### src/rtl/aff_pkg.sv
package aff_pkg;

   localparam int CORDIC_STEPS = 30;
   localparam int DIV_STAGES   = 32;

   localparam logic signed [33:0] CORDIC_GAIN = 34'sd652032874;

   typedef enum logic [2:0] {
      CSR_ORIGIN_X   = 3'd0,
      CSR_ORIGIN_Y   = 3'd1,
      CSR_ROTATION   = 3'd2,
      CSR_SCALE_X    = 3'd3,
      CSR_SCALE_Y    = 3'd4,
      CSR_POSITION_X = 3'd5,
      CSR_POSITION_Y = 3'd6
   } aff_csr_type;

   typedef enum logic [1:0] {
      STATUS_OK         = 2'd0,
      STATUS_SATURATED  = 2'd1,
      STATUS_ZERO_SCALE = 2'd2
   } aff_status_type;

   localparam logic [31:0] WORD_MAX = 32'h7FFF_FFFF;
   localparam logic [31:0] WORD_MIN = 32'h8000_0000;

   typedef struct packed {
      logic [31:0] value;
      logic        clipped;
   } aff_sat_type;

   function automatic aff_sat_type sat32(input logic signed [71:0] v);
      aff_sat_type r;
      if (v > 72'sd2147483647) begin
         r.value   = WORD_MAX;
         r.clipped = 1'b1;
      end else if (v < -72'sd2147483648) begin
         r.value   = WORD_MIN;
         r.clipped = 1'b1;
      end else begin
         r.value   = v[31:0];
         r.clipped = 1'b0;
      end
      return r;
   endfunction

   function automatic logic [31:0] atan_turns(input logic [4:0] idx);
      logic [31:0] r;
      case (idx)
         5'd0:    r = 32'h20000000;
         5'd1:    r = 32'h12E4051E;
         5'd2:    r = 32'h09FB385B;
         5'd3:    r = 32'h051111D4;
         5'd4:    r = 32'h028B0D43;
         5'd5:    r = 32'h0145D7E1;
         5'd6:    r = 32'h00A2F61E;
         5'd7:    r = 32'h00517C55;
         5'd8:    r = 32'h0028BE53;
         5'd9:    r = 32'h00145F2F;
         5'd10:   r = 32'h000A2F98;
         5'd11:   r = 32'h000517CC;
         5'd12:   r = 32'h00028BE6;
         5'd13:   r = 32'h000145F3;
         5'd14:   r = 32'h0000A2FA;
         5'd15:   r = 32'h0000517D;
         5'd16:   r = 32'h000028BE;
         5'd17:   r = 32'h0000145F;
         5'd18:   r = 32'h00000A30;
         5'd19:   r = 32'h00000518;
         5'd20:   r = 32'h0000028C;
         5'd21:   r = 32'h00000146;
         5'd22:   r = 32'h000000A3;
         5'd23:   r = 32'h00000051;
         5'd24:   r = 32'h00000029;
         5'd25:   r = 32'h00000014;
         5'd26:   r = 32'h0000000A;
         5'd27:   r = 32'h00000005;
         5'd28:   r = 32'h00000003;
         5'd29:   r = 32'h00000001;
         default: r = 32'h00000000;
      endcase
      return r;
   endfunction

endpackage

### src/rtl/aff_trig.sv
module aff_trig
   import aff_pkg::*;
#(
   parameter int FRAC_BITS = 14
) (
   input  logic                   clock,
   input  logic                   reset,
   input  logic                   start,
   input  logic [15:0]            rotation,
   output logic                   busy,
   output logic signed [FRAC_BITS+1:0] cos_out,
   output logic signed [FRAC_BITS+1:0] sin_out
);

   localparam int SH = 30 - FRAC_BITS;

   typedef enum logic [1:0] {IDLE, RUN, FINISH} state_type;

   state_type          state_ff;
   logic [4:0]         step_ff;
   logic               flip_ff;
   logic signed [33:0] x_ff, y_ff, z_ff;
   logic signed [33:0] x_in, y_in, z_in;
   logic signed [33:0] xs, ys;
   logic signed [33:0] atan_val;
   logic [15:0]        neg_rot;
   logic [31:0]        angle;
   logic               flip;
   logic signed [35:0] xf, yf, c_full, s_full;

   assign neg_rot  = 16'(17'h10000 - {1'b0, rotation});
   assign angle    = {neg_rot, 16'h0000};
   assign flip     = angle[31] ^ angle[30];
   assign atan_val = signed'({2'b00, atan_turns(step_ff)});

   always_comb begin
      xs = x_ff >>> step_ff;
      ys = y_ff >>> step_ff;
      if (!z_ff[33]) begin
         x_in = x_ff - ys;
         y_in = y_ff + xs;
         z_in = z_ff - atan_val;
      end else begin
         x_in = x_ff + ys;
         y_in = y_ff - xs;
         z_in = z_ff + atan_val;
      end
      xf     = flip_ff ? -36'(x_ff) : 36'(x_ff);
      yf     = flip_ff ? -36'(y_ff) : 36'(y_ff);
      c_full = ((xf <<< 1) + (36'sd1 <<< SH)) >>> (SH + 1);
      s_full = ((yf <<< 1) + (36'sd1 <<< SH)) >>> (SH + 1);
   end

   always_ff @(posedge clock) begin
      if (reset) begin
         state_ff <= IDLE;
      end else if (start) begin
         state_ff <= RUN;
         step_ff  <= 5'd0;
         flip_ff  <= flip;
         x_ff     <= CORDIC_GAIN;
         y_ff     <= 34'sd0;
         z_ff     <= 34'(signed'({angle[31] ^ flip, angle[30:0]}));
      end else begin
         case (state_ff)
            RUN: begin
               x_ff    <= x_in;
               y_ff    <= y_in;
               z_ff    <= z_in;
               step_ff <= step_ff + 5'd1;
               if (step_ff == 5'(CORDIC_STEPS - 1)) state_ff <= FINISH;
            end
            FINISH: begin
               cos_out  <= c_full[FRAC_BITS+1:0];
               sin_out  <= s_full[FRAC_BITS+1:0];
               state_ff <= IDLE;
            end
            default: state_ff <= IDLE;
         endcase
      end
   end

   assign busy = (state_ff != IDLE);

endmodule

### config.mk
export PLATFORM = sky130hd
export DESIGN_NAME = aff_trig
export DESIGN_NICKNAME = d
export VERILOG_FILES = /design/src/rtl/aff_pkg.sv /design/src/rtl/aff_trig.sv
export SDC_FILE = /design/constraint.sdc
export NUM_CORES = 1
export LEC_CHECK = 0
export BUFFER_PORTS_ARGS = -buffer_cell sky130_fd_sc_hd__buf_2
export CAP_MARGIN = 20
export CORE_ASPECT_RATIO = 0.75
export CORE_MARGIN = 2
export CORE_UTILIZATION = 45
export CTS_CLUSTER_SIZE = 28
export DETAILED_ROUTE_END_ITERATION = 12
export GPL_TIMING_DRIVEN = 0
export PLACE_DENSITY = 0.68
export SLEW_MARGIN = 15
export SYNTH_ARGS = -nofsm -noshare
export SYNTH_HDL_FRONTEND = slang
export SYNTH_SLANG_ARGS = --single-unit
### constraint.sdc
create_clock -name clock -period 19.6 [get_ports clock]
set_input_delay 0.98 -clock clock [delete_from_list [all_inputs] [get_ports clock]]
set_output_delay 0.98 -clock clock [all_outputs]
set_load 0.005 [all_outputs]
; ---- After elaboration in Yosys (flattened, before gate mapping)
; Memories as Yosys holds them, arrays and structs flattened. A register that Yosys moved wholly into a read port is not among the register bits.
; Index checks and enable logic that the tools add are counted.
[totals]
mem_bits_ro = 960
ram_bits = 0
n_memories = 1
word_cells = 55
input_bits = 19
output_inout_bits = 33
register_bits = 142
latchBits = 0
[classes]
n_eq_ne = 4
shift = 2
n_addsub = 12
div_mod_pow = 0
reduce_logical = 6
multipliers = 0
mux = 15
bitwise_logic = 5
n_lt_le_gt_ge = 0
[memory_table]
columns = memory, depth, word_bits, rd, rd_clocked_by_memory_dff, write_ports, line
row1 = (no name shown), 32, 30, 1, 1, 0, aff_pkg.sv:49  ; case (idx)
[ops]
columns = cell, count
row1 = $mux W34, 7
row2 = $add A34 B34 Y34, 2
row3 = $sshr A34 B5 Y34, 2
row4 = $sub A34 B34 Y34, 2
row5 = $add A33 B18 Y33 const B, 2
row6 = $mux W32, 2
row7 = $neg A32 Y32, 2
row8 = $add A34 B33 Y34, 1
row9 = $sub A34 B33 Y34, 1
row10 = $sub A1 B16 Y16 const A, 1
row11 = $mux W5, 3
row12 = $add A5 B1 Y5 const B, 1
row13 = $eq A5 B5 Y1 const B, 1
row14 = $reduce_and A2 Y1, 2
row15 = $reduce_bool A2 Y1, 2
row16 = $mux W1, 3
row17 = $ne A3 B3 Y1 const B, 1
row18 = $not A1 Y1, 3
row19 = $reduce_and A3 Y1, 1
row20 = $reduce_or A3 Y1, 1
row21 = $eq A2 B1 Y1 const B, 1
row22 = $eq A2 B2 Y1 const B, 1
row23 = $xor A1 B1 Y1, 2

; ---- Logic depth before layout (Yosys ltp)
[depth]
ltp_word = 4
ltp_mapped = 27
mapped_depth_nobuf = 23

; ---- Worst setup path after synthesis
; No wires, ideal clock.
[synth_timing]
path_type = input to register
start = in start
end = reg, netlist name atan_val[4]
cell_stages = 8
path_slack_ps = 10799
required_ps = 19470
arrival_ps = 8671
path_buffers = 1
setup_ps = 130
path_cell_list = clkbuf_1 inv_1 a21oi_1 a21oi_1 nor2_1 nand2_1 o2111ai_1 o21ai_0
[synth_between]
elab_chain_cells = 3
word_cells_on_any_way = 4
cone_classes = 2 x mux / 2 x reduce/logical
[synth_rtl]
columns = element, line
row1 = from (decl), aff_trig.sv:8  ; input logic start,
row2 = $reduce_bool A2 Y1 (no line), -
row3 = $reduce_and A2 Y1 (no line), -
row4 = $mux W5 (no line) *, -
; Every way passes the cells marked *; elsewhere a longest branch is shown, timed or not.
; A chain may end at the register's enable or synchronous reset.

; ---- Final worst setup path
[layout_timing]
start = reg step_ff[0]
end = reg x_ff[33] (data pin)
[layout_between]
elab_chain_cells = 4
word_cells_on_any_way = 5
cone_classes = 2 x add/sub / 1 x shift / 2 x mux
[layout_rtl]
columns = element, line
row1 = from (decl), aff_trig.sv:20  ; logic [4:0] step_ff;
row2 = from (signal assigned), aff_trig.sv:70  ; step_ff <= step_ff + 5'd1;
row3 = $sshr A34 B5 Y34 *, aff_trig.sv:38  ; ys = y_ff >>> step_ff;
row4 = $sub A34 B34 Y34 or $add A34 B34 Y34 (tied branches), "aff_trig.sv:40, aff_trig.sv:44"
row5 = $mux W34 *, aff_trig.sv:39  ; if (!z_ff[33]) begin
row6 = $mux W34 *, aff_trig.sv:65  ; case (state_ff)
row7 = to (signal assigned), aff_trig.sv:67  ; x_ff <= x_in;
row8 = to (decl), aff_trig.sv:22  ; logic signed [33:0] x_ff, y_ff, z_ff;
; Every way passes the cells marked *; elsewhere a longest branch is shown, timed or not. The select of a mux whose other input is x is not followed.

==> summary.md <==
| Metric | Value |
|---|---|
| Status | finished, final reports clean |
| CP top delay family | compound AO/OA/AOI/OAI gates |
| Initial antenna violation count | 3 |
| Slew Viols, Final | 0 |
| Per-cell routed wire length | 29.0 µm |
| Largest family of logic cells by synthesized area | compound AO/OA/AOI/OAI gates |
| Worst Setup Path Type | reg -> reg |
| Worst Clk Skew | between 0.015 and 0.02 ns |
| Clock Tree Root | clkbuf_16 |
| Post-Synth Adder-Cell Area | around 7.6% |
| Setup_tns | 0 ns |
| Maximum vdd drop | 0.0967 mV |
| Seq/Total Area, Yosys | 24.7% |
| Top cell type's share of synthesized area | 21.5% |
| Netlist cell types | 90 |
| Post-Synth XOR/XNOR Area | 10.6% |
| Pin count of the biggest net entering global routing | 27 |
| Crit path largest cell delay | 0.93 ns |
| CTS tree | done |
| Hold crit path type | reg -> reg |
| Commonest cells post-synth | nor2_1, nand2_1, a21oi_1, edfxtp_1, o21ai_0 |
| Via count | 20300 |
| Worst setup SP type | flop |
| DRC Markers | 0 |
| Total CTS buffers | 17 |
| Vias per cell | 6.75 |
| Clock latency on the worst-skew pair | 0.49 ns |
| Post-CTS setup buffer count | 0 |
| Hold_buf cts | 0 |
| Top-count cell post-synth | nor2_1 |
| Post-synthesis cell area | 19600 µm² |
| Core Region | 43200 µm² |
| Final core occ | 49.5% |
| Synth Area in Simple Gates | 19.5% |
| Worst setup EP type | flop |
| Boundary pin count | 52 |
| Fillers | 4122 |
| Global Route Usage Sum | 38.1% |
| Layout area overhead | 9.06% |
| CP Max Fanout | 10 |
| Req. time, crit path | 19.81 ns |
| RSZ-0062 raised after global routing | no |
| Mapped Cells | approximately 2300 |
| Initial DRC Count | 2680 |
| Pwr Total | 2740 µW |
| Worst Tran Pin Value | 1.20 ns |
| Resized cells post-CTS | 0 |
| Fin area | 21400 µm² |
| Vias in the first global route | 18500 |
| Post-DP HPWL | 68900 µm |
| Achievable frequency | 0.115 GHz |
| Crit path buffers/inverters | 6 |
| First-pass GRT wire length | 125000 µm |
| Period minus WS final | 8.68 ns |
| CP arrival | 8.89 ns |
| WHS | 0.705 ns |
| Leakage dissipation | 0.00819 µW |
| Routed wire length | 87200 µm |
| Largest cells by area after synthesis | edfxtp_1, mux4_2, ha_1 |
| Max transition margin | between 20 and 25% |
| Die width | 245 µm |
| Antenna Nets Post-Route | 0 |
| Die ar. | 45200 µm² |
| Max Cap Violations | 0 |
| Fin. Hold Viols | 0 |
| Synth Net Count | 2467 |
| Area after DPL | 20800 µm² |
| Post-synthesis mux area share | 11.5% |
| Placer congestion estimate | 1.08 |
| Tcrit/Tclk final | between 40% and 50% |
| EDFF count, synth | between 100 and 150 |
| Fraction of registers with async set/reset | 0% |
| Synthesis-stage register bit count | approximately 170 |
| Post-synthesis compound-gate area fraction | 21.8% |
| Fraction of layout cells with a size suffix above 1 | 10.1% |
| Syn_area_per_cell | around 8.4 µm² |
| IO buf count | 49 |
| GRT Residual Overflow | 0 |
| H-tree Lvls | 4 |
| FP Rows | 66 |
| Largest area contributor in the netlist | edfxtp_1 |
| Slowest stage cell, crit path | clkbuf_1 |
| Synth warn | 0 |
| Initial DRT Pass Iterations | 6 |
| Clk sink count | ~170 |
| Worst-path clk slew | about 0.090 ns |
| Clock Tree Buf Depth | 2 |
| Die height | 185 µm |
| Ys flop type | edfxtp_1 |
| Fin nets | between 2000 and 3000 |
| Final setup vio count | 0 |
| Pwr Density | between 100 and 150 nW/µm² |
| Initial Util | 45.3% |
-- per-stage QoR --
stage | std cells | setup slack [ns]
4_1_cts | 3003 | 11.22
5_1_grt | 3004 | 10.67
3_3_place_gp | 2958 | 5.56
3_5_place_dp | 2971 | 11.24
6_report | 3006 | 10.92
2_1_floorplan | 2331 | 10.80
-- routing by layer --
metal	wire [µm]	track usage, %	part of all wire [%]
met1	38200	54.1	44
met3	10100	9.84	12
met2	35800	55.2	41
met5	0	0	0
met4	3130	14.4	3.6
-- state kept, by name (all words and copies together) (netlist names) --
register and flops:
x_ff 34, y_ff 34, z_ff 34, atan_val 30, cos_out 16, sin_out 16
step_ff 5, state_ff 2, flip_ff 1
-- final timing paths --
check	slack, ns	cells after the start	start	end
min	0.70	2	z_ff[0]$_SDFFCE_PP0P_	z_ff[0]$_SDFFCE_PP0P_
min reg2reg	0.70	2	z_ff[0]$_SDFFCE_PP0P_	z_ff[0]$_SDFFCE_PP0P_
max reg2reg	10.92	27	step_ff[0]$_SDFFCE_PP0P_	x_ff[33]$_SDFFCE_PP0P_
max	10.92	27	step_ff[0]$_SDFFCE_PP0P_	x_ff[33]$_SDFFCE_PP0P_
-- layout make-up --
class,instances,area (µm²),share of cell area (%)
well taps,578,723,3.39
multi-input cells,1957,13900,65.2
plain buffers,137,607,2.84
flip-flops and latches,172,4840,22.7
clock buffers,17,425,1.99
clock inverters,15,149,0.697
repair buffers,63,438,2.05
diodes,2,5.00,0.0234
inverters,65,244,1.14
-- layout by cell type, fill, tap and decap left out, types with 68 or more instances in the layout --
cell and instances:
xnor2_1 124, xor2_1 112, nor2_1 252, clkbuf_1 90, nor3_1 68, edfxtp_1 140, o21ai_0 139, ha_1 114
nand2_1 205, a21oi_1 197
-- power by group --
part | internal (µW) | total [µW] | switching (µW)
clock network | 169 | 349 | 180
logic | 689 | 1770 | 1080
registers | 509 | 621 | 112
total | 1370 | 2740 | 1380
-- tightest hold or removal path: stages (launching register included) --
cell	delay [ns]
edfxtp_1	0.34
ha_1	0.13
nor2b_1	0.12
-- cell families after synthesis --
family          count (synthesis)
mux                           141
simple gates                  796
buf+inv                       202
flops                         172
xor+xnor                      236
fa+ha+maj                     117
compound gates                667
Note: power is estimated with default switching activity, not from simulation.
